File: config.mk
export PLATFORM = sky130hd
export DESIGN_NAME = ctsu_cordic
export DESIGN_NICKNAME = d
export VERILOG_FILES = /design/src/hw/rtl/ctsu_pkg.sv /design/src/hw/rtl/ctsu_cordic.sv
export SDC_FILE = /design/constraint.sdc
export NUM_CORES = 1
export LEC_CHECK = 0
export BUFFER_PORTS_ARGS = -buffer_cell sky130_fd_sc_hd__buf_2
export CAP_MARGIN = 30
export CORE_MARGIN = 1
export CORE_UTILIZATION = 31
export DETAILED_ROUTE_END_ITERATION = 8
export PLACE_DENSITY = 0.5
export SLEW_MARGIN = 20
export SYNTH_ARGS = -nofsm -noshare
export SYNTH_HDL_FRONTEND = slang
export SYNTH_SLANG_ARGS = --single-unit
export TNS_END_PERCENT = 50
File: constraint.sdc
create_clock -name clock -period 9.1 [get_ports clock]
set_input_delay 0.91 -clock clock [delete_from_list [all_inputs] [get_ports clock]]
set_output_delay 0.91 -clock clock [all_outputs]
set_load 0.01 [all_outputs]
File: src/hw/rtl/ctsu_pkg.sv
`timescale 1ns / 1ps
// ----------------------------------------------------------------------------
// ctsu_pkg
// Shared constants, types and tables of the circular trajectory setpoint unit.
// ----------------------------------------------------------------------------
package ctsu_pkg;

   localparam int CORDIC_STEPS = 24;
   localparam int FRAC_BITS    = 16;
   localparam int STEP_W       = $clog2(CORDIC_STEPS);

   localparam int XY_W   = 45;  // CORDIC x/y, holds normalised vectors below 2^41
   localparam int Z_W    = 34;  // CORDIC angle, Q30
   localparam int MUL_W  = 33;
   localparam int PROD_W = 2 * MUL_W;
   localparam int DIVD_W = 54;
   localparam int DIVS_W = 32;
   localparam int DIVC_W = $clog2(DIVD_W);

   localparam longint INV2PI_Q32  = 64'sd683565276;
   localparam longint TWOPI_Q29   = 64'sd3373259426;
   localparam longint GAIN_Q30    = 64'sd652032874;
   localparam longint PI_Q28      = 64'sd843314857;
   localparam longint PI_HALF_Q30 = 64'sd1686629714;
   localparam longint ONE_Q30     = 64'sd1073741824;
   localparam longint NORM_LIMIT  = 64'sd1099511627776;
   localparam longint DUR_LIMIT   = 64'sd1000 << FRAC_BITS;
   localparam longint INT32_MAX   = 64'sd2147483647;
   localparam longint INT32_MIN   = -64'sd2147483648;

   typedef enum logic [2:0] {
      REG_START_TIME  = 3'd0,
      REG_CENTER_X    = 3'd1,
      REG_CENTER_Y    = 3'd2,
      REG_CENTER_Z    = 3'd3,
      REG_RADIUS      = 3'd4,
      REG_START_ANGLE = 3'd5,
      REG_TURN_ANGLE  = 3'd6,
      REG_DURATION    = 3'd7
   } csr_index_type;

   typedef struct packed {
      logic                   start;
      logic                   vector_mode;
      logic signed [XY_W-1:0] x;
      logic signed [XY_W-1:0] y;
      logic signed [Z_W-1:0]  z;
   } cordic_cmd_type;

   function automatic logic signed [Z_W-1:0] atan_q30(input logic [STEP_W-1:0] i);
      logic signed [Z_W-1:0] r;
      begin
         case (i)
            0: r = Z_W'(843314856);
            1: r = Z_W'(497837829);
            2: r = Z_W'(263043836);
            3: r = Z_W'(133525158);
            4: r = Z_W'(67021686);
            5: r = Z_W'(33543515);
            6: r = Z_W'(16775850);
            7: r = Z_W'(8388437);
            8: r = Z_W'(4194282);
            9: r = Z_W'(2097149);
            default: begin
               if (int'(i) < 30) r = Z_W'((64'sd1 <<< (30 - int'(i))) - 64'sd1);
               else r = '0;
            end
         endcase
         return r;
      end
   endfunction

endpackage

File: src/hw/rtl/ctsu_cordic.sv
`timescale 1ns / 1ps
// ----------------------------------------------------------------------------
// ctsu_cordic
// Shared CORDIC unit, one iteration per cycle, rotation or vectoring mode.
// ----------------------------------------------------------------------------
module ctsu_cordic (
   input  logic                           clock,
   input  logic                           reset,
   input  ctsu_pkg::cordic_cmd_type       cmd,
   output logic                           done,
   output logic signed [ctsu_pkg::XY_W-1:0] x_out,
   output logic signed [ctsu_pkg::XY_W-1:0] y_out,
   output logic signed [ctsu_pkg::Z_W-1:0]  z_out
);

   logic signed [ctsu_pkg::XY_W-1:0] x_ff, y_ff, sx, sy;
   logic signed [ctsu_pkg::Z_W-1:0]  z_ff, a;
   logic [ctsu_pkg::STEP_W-1:0]      cnt_ff;
   logic                             busy_ff, vec_ff, done_ff, neg, last_step;

   always_comb begin
      sx  = y_ff >>> cnt_ff;
      sy  = x_ff >>> cnt_ff;
      a   = ctsu_pkg::atan_q30(cnt_ff);
      // rotation drives z to zero, vectoring drives y to zero
      neg = vec_ff ? (y_ff <= 0) : (z_ff >= 0);
      last_step = (cnt_ff == ctsu_pkg::STEP_W'(ctsu_pkg::CORDIC_STEPS - 1));
   end

   always_ff @(posedge clock) begin
      if (reset) begin
         busy_ff <= 1'b0;
         cnt_ff  <= '0;
         done_ff <= 1'b0;
      end else if (cmd.start) begin
         x_ff    <= cmd.x;
         y_ff    <= cmd.y;
         z_ff    <= cmd.z;
         vec_ff  <= cmd.vector_mode;
         cnt_ff  <= '0;
         busy_ff <= 1'b1;
         done_ff <= 1'b0;
      end else if (busy_ff) begin
         if (neg) begin
            x_ff <= x_ff - sx;
            y_ff <= y_ff + sy;
            z_ff <= z_ff - a;
         end else begin
            x_ff <= x_ff + sx;
            y_ff <= y_ff - sy;
            z_ff <= z_ff + a;
         end
         if (last_step) busy_ff <= 1'b0;
         done_ff <= last_step;
         cnt_ff  <= cnt_ff + 1'b1;
      end else begin
         done_ff <= 1'b0;
      end
   end

   assign done  = done_ff;
   assign x_out = x_ff;
   assign y_out = y_ff;
   assign z_out = z_ff;

endmodule

==> key figures <==
GRT
  – Global-route wire length before repair: 130 mm
  – GRT overflow: 0
  – Gr usage total: 0.244
  – Vias in the first global route: about 21000
  – Pin count of the biggest net entering global routing: just over 90
  – Initial antenna violation count: 3

Timing
  – Final count of hold timing violations: 0
  – Worst Slack Setup Final: ~1300 ps
  – Min cycle time layout: about 8000 ps
  – FMAX: around 130 MHz
  – WHS: around 590 ps
  – Worst-Margin Slew: roughly 1000 ps
  – Final Slew Violations: 0
  – Fin Clk Skew: roughly 17 ps
  – Final period util: 0.858
  – RSZ-0062 raised after global routing: false
  – Final count of negative-setup-slack endpoints: 0
  – Setup TNS Final: 0 ps
  – Slew HR: 0.335

Run status
  – Outcome: complete, no violations

Floorplanning
  – Initial Util: 0.316
  – I/O pin count: 253
  – Die Area: about 0.07 mm^2
  – # rows: between 90 and 100
  – Horiz. Die Dim: approximately 260 um
  – Core region area: 0.0676 mm^2
  – Die Y: 264 um

Clock network
  – Setup bufs post-CTS: 0
  – Cts hold-fix bufs: 0
  – # clock sinks: approximately 130
  – Total number of H-tree levels: 4
  – Worst-Skew Late Latency: slightly above 500 ps
  – Max clock buf depth: 2
  – CTS root buf: clkbuf_16
  – Clock transition at path regs: 70 ps
  – PostCTS Resize Cnt: 0
  – Clock buffer count from CTS: 17
  – CTS tree: done

Pwr
  – Total internal power: just over 4000 uW
  – Clock power share: 0.093
  – Net Sw Frac: 0.515
  – VDD IR max: between 0.1 and 0.15 mV
  – Pleak: 0.00939 uW
  – Sequential share of power: 0.173
  – Logic pwr share: 0.734
  – Sw Pwr: about 4300 uW
  – PwrDens: between 300 and 400 mW/mm^2
  – Total power: 8300 uW

Placed design
  – Port buffer count: around 250
  – Routability Congestion: 0.954
  – Post-DP HPWL: just under 70 mm
  – Dpl ws: 1470 ps

Synthesis
  – Synthesized cell area: around 0.021 mm^2
  – Post-synthesis async set-or-reset flop share: 0
  – Synth unique cells: 120
  – Syn_area_per_cell: approximately 8.4 um^2
  – Post-synth EDFFs: 125
  – Synth warn: 0
  – Post-Syn Instances: 2556
  – #FFs+latches synth: ~130
  – Ys flop type: edfxtp_1
  – Most frequent cells after synthesis: nand2_1 (301), o21ai_0 (246), a21oi_1 (179)
  – Syn nets: 2816
  – Post-synth top area share: 0.176
  – Synth area leader: edfxtp_1
  – Seq/Total Area, Yosys: 0.182
  – Top cells by area, synth: edfxtp_1 (18%), mux4_2 (8.1%), ha_1 (7.6%)
  – Count leader, synth: nand2_1

Route
  – DR vias/cell: roughly 5.9
  – DR WL/cell: approximately 24 um
  – 1st-pass router iterations: 8
  – WL final: between 80 and 90 mm
  – DRC viols: 0
  – DR vias: 21400
  – Post-route antenna net violation count: 0
  – DR iter-0 viols: 2032

Cells and area
  – Layout Utilization: 0.353
  – Share of cells above drive strength 1: 0.197
  – N_diodes: 0
  – Fin nets: between 2000 and 3000
  – Area Overhead vs Synth: 12.0%

Worst hold path
  – WHS Endpoint: vec_ff
  – Hold path start: cmd[124]
  – WHS Path Cells: 1
  – Hold crit path type: primary input to flop

Setup path
  – Buf/Inv on CP: 2
  – Max stage delay on crit path: 910 ps
  – Crit path cell chain: buf_4, mux4_2, a222oi_1, mux4_2, ha_1, inv_1, or3_4, nor3_4, a21oi_1, xor2_1, ha_1, and3_1, nand3_1, nor2_1, o21ai_0, o21a_1, o311ai_0, nand2_1, o311ai_0, o221ai_1, xnor2_1, o21ai_1
  – R2R cell count: 22
  – Reg2Reg Setup Slack: ~1300 ps
  – Maximum fanout along the worst path: a little under 70
  – CP Class: flop to flop
  – CP delay by family, top: compound AO/OA/AOI/OAI gates
  – Slowest cell on crit path: dfxtp_4
  – CP Data Required Time: 9330 ps
  – R2r startpoint: cnt_ff[2]
  – Worst setup EP type: flop
  – CP arrival: roughly 8000 ps
  – Worst r2r dst: y_out[44]
  – Crit start category: flop

Run
  – Total of max-cap violations: 0
## cell usage in the layout (no fill, tap or decap), types with 82 or more instances in the layout
cell / instances
nand2_1: 301
edfxtp_1: 125
buf_2: 252
xor2_1: 109
a21o_1: 82
nor2_1: 171
o21ai_0: 246
ha_1: 129
mux2i_1: 100
a21oi_1: 179
xnor2_1: 127
## state kept, by name (all words and copies together), names as in the netlist
| signal | flops |
|---|---|
| z_out | 34 |
| y_out | 45 |
| done | 1 |
| cnt_ff | 5 |
| x_out | 45 |
| vec_ff | 1 |
| busy_ff | 1 |
## power groups by stage
stage	clock, uW	sequential, uW	combinational, uW
after floorplan	0	1260	4490
after global placement	0	1440	6000
after detailed placement	0	1450	6020
after CTS	800	1430	6060
after global routing	815	1450	6710
final	775	1430	6090
## how the worst max path moves through the flow
stage	startpoint	endpoint	slack [ps]	cells past startpoint
global route	cnt_ff[1]	y_out[44]	820	22
finish	cnt_ff[2]	y_out[44]	1290	22
CTS	cnt_ff[1]	z_out[33]	1430	24
global placement	cnt_ff[1]	z_out[33]	1460	24
detailed placement	cnt_ff[1]	z_out[33]	1470	24
floorplan	cmd[125]	busy_ff	1770	5
## per-stage QoR
step           instance area, um^2  std cells
6_report                     23900       3600
5_1_grt                      23900       3600
4_1_cts                      23900       3599
3_5_place_dp                 23300       3567
3_3_place_gp                 23200       3565
2_1_floorplan                21400       2556
## layout make-up
cell class	instances	area (um^2)
fillers	7128	43700
multi-input cells	2226	16500
flip-flops and latches	132	3910
repair buffers	295	1620
inverters	42	158
well taps	873	1090
clock inverters	15	193
clock buffers	17	425
## layer usage
| metal | GRT usage | vias up | wire [um] |
|---|---|---|---|
| met4 | 0.0904 | 6 | 2850 |
| met1 | 0.302 | 10400 | 36400 |
| met5 | 0 | - | 35 |
| met2 | 0.417 | 784 | 42500 |
| met3 | 0.0490 | 133 | 5680 |
| li1 | - | 10000 | - |
## logic make-up after synthesis
family                     synth area share
muxes                                 0.162
and+or+nand+nor                       0.177
adders and majority gates            0.0784
AOI/OAI and AO/OA                     0.258
xor gates and xnor gates             0.0968
DFF                                   0.182
buffers and inverters                0.0459
Power figures use the tool's default switching activity.
