<file path="src/hw/rtl/ctsu_pkg.sv">
`timescale 1ns / 1ps
// ----------------------------------------------------------------------------
// ctsu_pkg
// Shared constants, types and tables of the circular trajectory setpoint unit.
// ----------------------------------------------------------------------------
package ctsu_pkg;

   localparam int CORDIC_STEPS = 24;
   localparam int FRAC_BITS    = 16;
   localparam int STEP_W       = $clog2(CORDIC_STEPS);

   localparam int XY_W   = 45;  // CORDIC x/y, holds normalised vectors below 2^41
   localparam int Z_W    = 34;  // CORDIC angle, Q30
   localparam int MUL_W  = 33;
   localparam int PROD_W = 2 * MUL_W;
   localparam int DIVD_W = 54;
   localparam int DIVS_W = 32;
   localparam int DIVC_W = $clog2(DIVD_W);

   localparam longint INV2PI_Q32  = 64'sd683565276;
   localparam longint TWOPI_Q29   = 64'sd3373259426;
   localparam longint GAIN_Q30    = 64'sd652032874;
   localparam longint PI_Q28      = 64'sd843314857;
   localparam longint PI_HALF_Q30 = 64'sd1686629714;
   localparam longint ONE_Q30     = 64'sd1073741824;
   localparam longint NORM_LIMIT  = 64'sd1099511627776;
   localparam longint DUR_LIMIT   = 64'sd1000 << FRAC_BITS;
   localparam longint INT32_MAX   = 64'sd2147483647;
   localparam longint INT32_MIN   = -64'sd2147483648;

   typedef enum logic [2:0] {
      REG_START_TIME  = 3'd0,
      REG_CENTER_X    = 3'd1,
      REG_CENTER_Y    = 3'd2,
      REG_CENTER_Z    = 3'd3,
      REG_RADIUS      = 3'd4,
      REG_START_ANGLE = 3'd5,
      REG_TURN_ANGLE  = 3'd6,
      REG_DURATION    = 3'd7
   } csr_index_type;

   typedef struct packed {
      logic                   start;
      logic                   vector_mode;
      logic signed [XY_W-1:0] x;
      logic signed [XY_W-1:0] y;
      logic signed [Z_W-1:0]  z;
   } cordic_cmd_type;

   function automatic logic signed [Z_W-1:0] atan_q30(input logic [STEP_W-1:0] i);
      logic signed [Z_W-1:0] r;
      begin
         case (i)
            0: r = Z_W'(843314856);
            1: r = Z_W'(497837829);
            2: r = Z_W'(263043836);
            3: r = Z_W'(133525158);
            4: r = Z_W'(67021686);
            5: r = Z_W'(33543515);
            6: r = Z_W'(16775850);
            7: r = Z_W'(8388437);
            8: r = Z_W'(4194282);
            9: r = Z_W'(2097149);
            default: begin
               if (int'(i) < 30) r = Z_W'((64'sd1 <<< (30 - int'(i))) - 64'sd1);
               else r = '0;
            end
         endcase
         return r;
      end
   endfunction

endpackage

</file>
<file path="src/hw/rtl/ctsu_div.sv">
`timescale 1ns / 1ps
// ----------------------------------------------------------------------------
// ctsu_div
// Restoring unsigned divider, one quotient bit per cycle.
// ----------------------------------------------------------------------------
module ctsu_div (
   input  logic                          clock,
   input  logic                          reset,
   input  logic                          start,
   input  logic [ctsu_pkg::DIVD_W-1:0]   dividend,
   input  logic [ctsu_pkg::DIVS_W-1:0]   divisor,
   output logic                          done,
   output logic [ctsu_pkg::DIVD_W-1:0]   quotient
);

   logic [ctsu_pkg::DIVD_W-1:0] rq_ff;
   logic [ctsu_pkg::DIVS_W-1:0] rem_ff, dsr_ff;
   logic [ctsu_pkg::DIVC_W-1:0] cnt_ff;
   logic                        busy_ff, done_ff, ge, last_step;
   logic [ctsu_pkg::DIVS_W:0]   trial, diff;

   always_comb begin
      trial     = {rem_ff, rq_ff[ctsu_pkg::DIVD_W-1]};
      ge        = trial >= {1'b0, dsr_ff};
      diff      = trial - {1'b0, dsr_ff};
      last_step = (cnt_ff == ctsu_pkg::DIVC_W'(ctsu_pkg::DIVD_W - 1));
   end

   always_ff @(posedge clock) begin
      if (reset) begin
         busy_ff <= 1'b0;
         cnt_ff  <= '0;
         done_ff <= 1'b0;
      end else if (start) begin
         rq_ff   <= dividend;
         dsr_ff  <= divisor;
         rem_ff  <= '0;
         cnt_ff  <= '0;
         busy_ff <= 1'b1;
         done_ff <= 1'b0;
      end else if (busy_ff) begin
         rem_ff <= ge ? diff[ctsu_pkg::DIVS_W-1:0] : trial[ctsu_pkg::DIVS_W-1:0];
         rq_ff  <= {rq_ff[ctsu_pkg::DIVD_W-2:0], ge};
         if (last_step) busy_ff <= 1'b0;
         done_ff <= last_step;
         cnt_ff  <= cnt_ff + 1'b1;
      end else begin
         done_ff <= 1'b0;
      end
   end

   assign done     = done_ff;
   assign quotient = rq_ff;

endmodule

</file>
<file path="config.mk">
export PLATFORM = sky130hd
export DESIGN_NAME = ctsu_div
export DESIGN_NICKNAME = d
export VERILOG_FILES = /design/src/hw/rtl/ctsu_pkg.sv /design/src/hw/rtl/ctsu_div.sv
export SDC_FILE = /design/constraint.sdc
export NUM_CORES = 1
export LEC_CHECK = 0
export BUFFER_PORTS_ARGS = -buffer_cell sky130_fd_sc_hd__buf_4
export CORE_MARGIN = 3
export CORE_UTILIZATION = 43
export CTS_CLUSTER_DIAMETER = 150
export DETAILED_ROUTE_END_ITERATION = 12
export PLACE_DENSITY = 0.65
export SLEW_MARGIN = 25
export SYNTH_ARGS = -nofsm -noshare
export SYNTH_HDL_FRONTEND = slang
export SYNTH_SLANG_ARGS = --single-unit
</file>
<file path="constraint.sdc">
create_clock -name clock -period 7.59 [get_ports clock]
set_input_delay 0.759 -clock clock [delete_from_list [all_inputs] [get_ports clock]]
set_output_delay 0.759 -clock clock [all_outputs]
set_load 0.02 [all_outputs]
</file>
==> impl_results.md, run 1 <==
* Run status: finished clean
* Clock tree root buffer cell: clkbuf_16
* DRT Pass-1 Iters at 5
* Drt via density at 5.24
* CP Capture Type: register
* Htree depth at 4
* F_max at 267 MHz
* Placed Cells at 897
* Largest net degree at the start of global routing at 54
* Worst-Margin Slew at 0.815 ns
* VDD IR max at 0.158 mV
* Drt wl/cell at 16.9 um
* Multi-input gate area at 0.00293 sq mm
* Hold worst-path end: dsr_ff[7]
* Setup-failing EPs final at 0
* Synthesized Nets at 686
* Start of the worst register-to-register path: rem_ff[15]
* Period minus WS final at 3.74 ns
* Initial antenna violation count at 0
* Number of enable flip-flop cells after synthesis at 118
* WL final at 15,700 um
* Crit Path Class: register to register
* Cell area after layout at 0.00872 sq mm
* Die width at 133 um
* Hold wc startpoint: divisor[7]
* Post-cts resize count at 0
* Post-layout nets at 830
* Initial core utilization at 0.447
* Antenna-violating nets left at 0
* CTS tree: done
* Max_cap viols at 0
* DP HPWL at 11,200 um
* Number of buffers added on ports at 143
* Area grow syn2layout at 26.5%
* Reg clk slew, reported paths at 0.06 ns
* Core area at 0.0154 sq mm
* Ports at 144
* GRT overflow at 0
* DP Area at 0.00816 sq mm
* HP Class: primary input to register
* Skew final at 0.0109 ns
* R2R cell count at 11
* Yosys cell types at 61
* Hold-critical path depth at 1
* Die height at 133 um
* Total Die Area at 0.0176 sq mm
* Vias in the first global route at 5,192
* Pleak at 3.62 nW
* # DRC at 0
* Clk sinks at 126
* Register area share after synthesis at 0.537
* Final Cycle Share at 0.493
* FF-to-FF End: rem_ff[19]
* Gr usage total at 0.182
* FF-to-FF setup slack at 3.85 ns
* Fillers at 1,329
* Yosys warnings at 0
* Layout Utilization at 0.566
* PwrDens at 242 mW/mm^2
* Final cell count without fillers at 930
* Antenna fix cells at 0
* Seq cells post-synth at 126
* Cells after Synth at 562
* Number of hold violations in the final report at 0
* FFs w/ async S/R, synth at 0
* Worst rel slew slack at 0.456
* CP Max Fanout at 25
* Critical path startpoint category: register
* Commonest non-fill, non-tap cell in the layout: buf_4
* Req. time, crit path at 7.77 ns
* Clock buffer depth at 2
* Syn Area/Cell at 12.3 sq um
* First-pass GRT wire length at 25,800 um
* Pwr Total at 2.11 mW
* RSZ-0062 raised after global routing: false
* Skew-Pair Late Insertion Delay at 0.42 ns
* Sum Neg Setup Slack at 0 ns
* Initial drt markers at 223
* Commonest non-fill, non-tap cells in the layout: buf_4 (147), edfxtp_1 (118), mux2_2 (54), nor2_1 (44), inv_1 (41)
* Crit path arrival time at 3.92 ns
* Top_reg_cell synth: edfxtp_1
* Total CTS buffers at 17
* Routability congestion estimate at 0.908
* Via Count at 4,871
* Layout cell share with drive strength beyond 1 at 0.353
* CTS Hold Bufs at 0
* Synthesized cell area at 0.00690 sq mm
* Max-slew violations at 0
* Row Count at 45
* Post-CTS Setup Inserts at 0
* Sequential standard cell area at 0.00370 sq mm
critical path, cell delays in order, from the launching register on:
cell	delay, ns
edfxtp_1	0.40
ha_1	0.46
a21o_1	0.18
a31oi_1	0.07
o21ai_1	0.13
a41oi_2	0.16
a211oi_2	0.37
a211oi_2	0.14
o21ai_4	0.54
buf_4	0.49
mux2_1	0.37
and2_1	0.16
cell usage after synthesis (all sizes together), types with 2 or more instances:
| cell type | instances | area, sq um |
|---|---|---|
| o211ai | 3 | 27.5 |
| xnor2 | 22 | 193 |
| and3 | 3 | 18.8 |
| buf | 10 | 73.8 |
| nor2b | 4 | 25.0 |
| inv | 41 | 154 |
| ha | 34 | 425 |
| nor2 | 49 | 191 |
| a31oi | 6 | 37.5 |
| xor2 | 12 | 105 |
| a21o | 8 | 60.1 |
| o21ai | 23 | 119 |
| o21ba | 3 | 30.0 |
| nand2 | 24 | 90.1 |
| dfxtp | 8 | 160 |
| edfxtp | 118 | 3540 |
| nor4 | 2 | 12.5 |
| a41oi | 2 | 25.0 |
| nand4 | 8 | 50.1 |
| mux2 | 55 | 619 |
| o21a | 2 | 15.0 |
| o21bai | 6 | 56.3 |
| a211oi | 11 | 108 |
| a21oi | 34 | 185 |
| a211o | 2 | 18.8 |
| and2 | 2 | 12.5 |
| nand2b | 6 | 37.5 |
| clkbuf | 13 | 48.8 |
| mux2i | 25 | 250 |
| and4 | 3 | 26.3 |
| nand3 | 7 | 35.0 |
kinds of logic (layout without fill, tap and decap cells):
family          after synthesis  count (layout)  share of synthesized area
compound gates              107             107                      0.107
simple gates                116             116                     0.0816
buf+inv                      64             221                     0.0401
mux                          80              80                      0.126
flops                       126             126                      0.537
xor+xnor                     34              34                     0.0432
fa+ha+maj                    35              35                     0.0646
flip-flops by register name, indices dropped and copies added (netlist names):
signal,count
busy_ff,1
cnt_ff,6
done,1
dsr_ff,32
quotient,54
rem_ff,32
layout make-up:
type	count	area share
Clock inverter	14	0.0125
Multi-Input combinational cell	372	0.336
Inverter	41	0.0176
Timing Repair Buffer	148	0.130
Sequential cell	126	0.424
Clock buffer	18	0.0492
Tap cell	211	0.0303
through the flow:
step	hold WS [ns]	setup slack (ns)
after floorplan	0.454	2.10
after global placement	0.469	3.95
after global routing	0.483	3.64
after detailed placement	0.494	3.86
after CTS	0.487	3.84
final	0.508	3.85
metal layers:
metal,global-route usage,part of all wire,up-vias
met2,0.290,0.46,145
li1,-,-,2363
met1,0.225,0.44,2339
met5,0,0,-
met3,0.0806,0.081,24
met4,0.0566,0.020,0
worst max-delay path by stage:
stage	startpoint	endpoint	slack, ns	depth (start not counted)
finish	rem_ff[15]	rem_ff[19]	3.85	11
floorplan	start	quotient[0]	2.10	4
global placement	rem_ff[2]	rem_ff[19]	3.95	11
global route	rem_ff[15]	rem_ff[19]	3.64	11
CTS	rem_ff[2]	rem_ff[19]	3.84	11
detailed placement	rem_ff[2]	rem_ff[19]	3.86	11
report_power, final:
group	switching, mW	internal, mW
sequential	0.0265	0.831
combinational	0.275	0.225
clock	0.329	0.423
total	0.630	1.48
(Power assumes the default switching activity.)
==> run 2: changes to the inputs <==
- PLACE_DENSITY: 0.65 -> 0.68
- clock period: 7.59 -> 3.15 ns (I/O delays scaled with it)
==> run 2 against run 1 <==
Global-route usage down 0.42 points; largest cell class unchanged; maximum frequency grew 26%; wire length decreased by 2.6%; critical endpoint unchanged; sequential share of layout area decreased by 0.79 points.
==> impl_results.md, run 2 (synthesis results as in run 1) <==
* Run status: finished clean (unchanged)
* Clk sinks at 126 (unchanged)
* Row Count at 45 (unchanged)
* Period minus WS final at 2.98 ns (was 3.74 ns)
* Pwr Total at 5.45 mW (was 2.11 mW)
* First-pass GRT wire length at 25,300 um (was 25,800 um)
* CP Capture Type: register (unchanged)
* Clock share of power at 0.396 (was 0.356)
* GRT overflow at 0 (unchanged)
* Routability congestion estimate at 0.894 (was 0.908)
* DP HPWL at 11,100 um (was 11,200 um)
* Sum Neg Setup Slack at 0 ns (unchanged)
* DRT Pass-1 Iters at 5 (unchanged)
* Die width at 133 um (unchanged)
* Reg clk slew, reported paths at 0.06 ns (about the same)
* Start of the worst register-to-register path: rem_ff[15] (unchanged)
* R2R cell count at 10 (was 11)
* Int Pwr at 3.98 mW (was 1.48 mW)
* CTS Hold Bufs at 0 (unchanged)
* Skew final at 0.00915 ns (was 0.0109 ns)
* Drt via density at 5.26 (was 5.24)
* Commonest non-fill, non-tap cell in the layout: buf_4 (unchanged)
* PwrDens at 612 mW/mm^2 (was 242 mW/mm^2)
* Proportion of power drawn by flip-flops and latches at 0.380 (was 0.407)
* Layout cell share with drive strength beyond 1 at 0.362 (was 0.353)
* Crit path arrival time at 3.15 ns (was 3.92 ns)
* Worst rel slew slack at 0.479 (was 0.456)
* Clock tree root buffer cell: clkbuf_16 (unchanged)
* Number of buffers added on ports at 143 (unchanged)
* Cell area after layout at 0.00889 sq mm (was 0.00872 sq mm)
* Worst setup path startpoint: rem_ff[15] (unchanged)
* Antenna fix cells at 0 (unchanged)
* Setup-failing EPs final at 0 (unchanged)
* Vias in the first global route at 5,135 (was 5,192)
* Crit-path cells: ha_1 -> a21o_1 -> a31oi_1 -> o21ai_1 -> a41oi_2 -> a211oi_2 -> a211oi_2 -> o21ai_4 -> mux2_1 -> and2_1 (was ha_1 -> a21o_1 -> a31oi_1 -> o21ai_1 -> a41oi_2 -> a211oi_2 -> a211oi_2 -> o21ai_4 -> buf_4 -> mux2_1 -> and2_1)
* Die height at 133 um (unchanged)
* Core area at 0.0154 sq mm (unchanged)
* Slowest CP cell: ha_1 (was o21ai_4)
* Drt wl/cell at 16.3 um (was 16.9 um)
* Largest register FFs at 54 (unchanged)
* CP top delay family: compound AO/OA/AOI/OAI gates (unchanged)
* VDD IR max at 0.406 mV (was 0.158 mV)
* Initial antenna violation count at 0 (unchanged)
* Clock buffer depth at 2 (unchanged)
* Switching pwr at 1.47 mW (was 0.630 mW)
* Max_cap viols at 0 (unchanged)
* WL final at 15,300 um (was 15,700 um)
* Total CTS buffers at 17 (unchanged)
* Total Die Area at 0.0176 sq mm (unchanged)
* Dpl ws at 0.114 ns (was 3.86 ns)
* Final Cycle Share at 0.945 (was 0.493)
* Antenna-violating nets left at 0 (unchanged)
* Largest net degree at the start of global routing at 61 (was 54)
* Commonest non-fill, non-tap cells in the layout: buf_4 (153), edfxtp_1 (118), mux2_2 (54), nor2_1 (44), inv_1 (41) (was buf_4 (147), edfxtp_1 (118), mux2_2 (54), nor2_1 (44), inv_1 (41))
* Number of hold violations in the final report at 0 (unchanged)
* Req. time, crit path at 3.32 ns (was 7.77 ns)
* HP Class: primary input to register (unchanged)
* Gr usage total at 0.178 (was 0.182)
* Initial drt markers at 341 (was 223)
* Post-layout nets at 837 (was 830)
* F_max at 336 MHz (was 267 MHz)
* Via Count at 4,931 (was 4,871)
* Max-slew violations at 0 (unchanged)
* WP depth at 10 (was 11)
* Slowest cell delay on critical path at 0.44 ns (was 0.54 ns)
* FF-to-FF End: rem_ff[19] (unchanged)
* Crit Path Class: register to register (unchanged)
* Area grow syn2layout at 28.9% (was 26.5%)
* CP Capture Point: rem_ff[19] (unchanged)
* Ports at 144 (unchanged)
* DP Area at 0.00820 sq mm (was 0.00816 sq mm)
* Worst Path Buf+Inv at 0 (was 1)
* Skew-Pair Late Insertion Delay at 0.42 ns (about the same)
* CTS tree: done (unchanged)
* CP Max Fanout at 8 (was 25)
* Worst-Margin Slew at 0.781 ns (was 0.815 ns)
* Initial core utilization at 0.447 (unchanged)
* Comb pwr share at 0.224 (was 0.237)
* CP most frequent cell: a211oi_2 (unchanged)
* Critical path startpoint category: register (unchanged)
* FF-to-FF setup slack at 0.17 ns (was 3.85 ns)
* # DRC at 0 (unchanged)
* Htree depth at 4 (unchanged)
* Pleak at 3.70 nW (was 3.62 nW)
* Worst setup margin at 0.174 ns (was 3.85 ns)
* Sw frac at 0.270 (was 0.299)
==> run 2: cell types whose count changed in the layout (fill, tap and decap cells not counted), moves of 2 or more <==
cell and change:
inv_6 -3, buf_4 +6, buf_6 +2, bufinv_16 +5, clkinv_2 -2
==> run 2: per-stage QoR <==
| stage | hold slack, ns | util | instances |
|---|---|---|---|
| final | 0.0670 | 0.576 | 937 |
| after global routing | 0.0451 | 0.576 | 937 |
| after CTS | 0.0461 | 0.574 | 935 |
| after detailed placement | 0.494 | 0.532 | 903 |
| after global placement | 0.464 | 0.532 | 903 |
| after floorplan | 0.388 | - | 562 |
==> run 2: worst min-delay path by stage <==
stage | to | cells after the start | from | slack, ns
after global placement | cnt_ff[5] | 2 | cnt_ff[5] | 0.46
after global routing | dsr_ff[5] | 1 | divisor[5] | 0.05
after floorplan | busy_ff | 1 | reset | 0.39
after detailed placement | dsr_ff[27] | 1 | divisor[27] | 0.49
final | dsr_ff[2] | 1 | divisor[2] | 0.07
after CTS | dsr_ff[24] | 1 | divisor[24] | 0.05
==> run 2: layer usage <==
layer	wire [um]	vias to the layer above	part of all wire	GRT usage
li1	-	2377	-	-
met1	6510	2367	0.43	0.221
met2	7250	166	0.47	0.283
met3	1270	21	0.083	0.0741
met4	253	0	0.017	0.0589
met5	0	-	0	0
==> run 2: cell type report <==
class | count | area, sq um
Clock buffer | 19 | 433
Sequential cell | 126 | 3700
Timing Repair Buffer | 155 | 1170
Fill cell | 1320 | 6540
Tap cell | 211 | 264
Multi-Input combinational cell | 372 | 2950
Inverter | 41 | 154
Clock inverter | 13 | 213
==> run 2: timing repair <==
action                                  in CTS  in global routing
endpoints found under the setup margin       0                 20
gates resized for setup                      0                  5
setup buffers                                0                  2
==> run 2: power by group through the flow <==
stage / clock (mW) / combinational [mW] / sequential (mW)
after global routing: 2.28 / 1.34 / 2.08
final: 2.16 / 1.22 / 2.07
after floorplan: 0 / 0.812 / 2.14
after CTS: 2.21 / 1.20 / 2.07
after detailed placement: 0 / 1.20 / 2.10
after global placement: 0 / 1.17 / 2.10
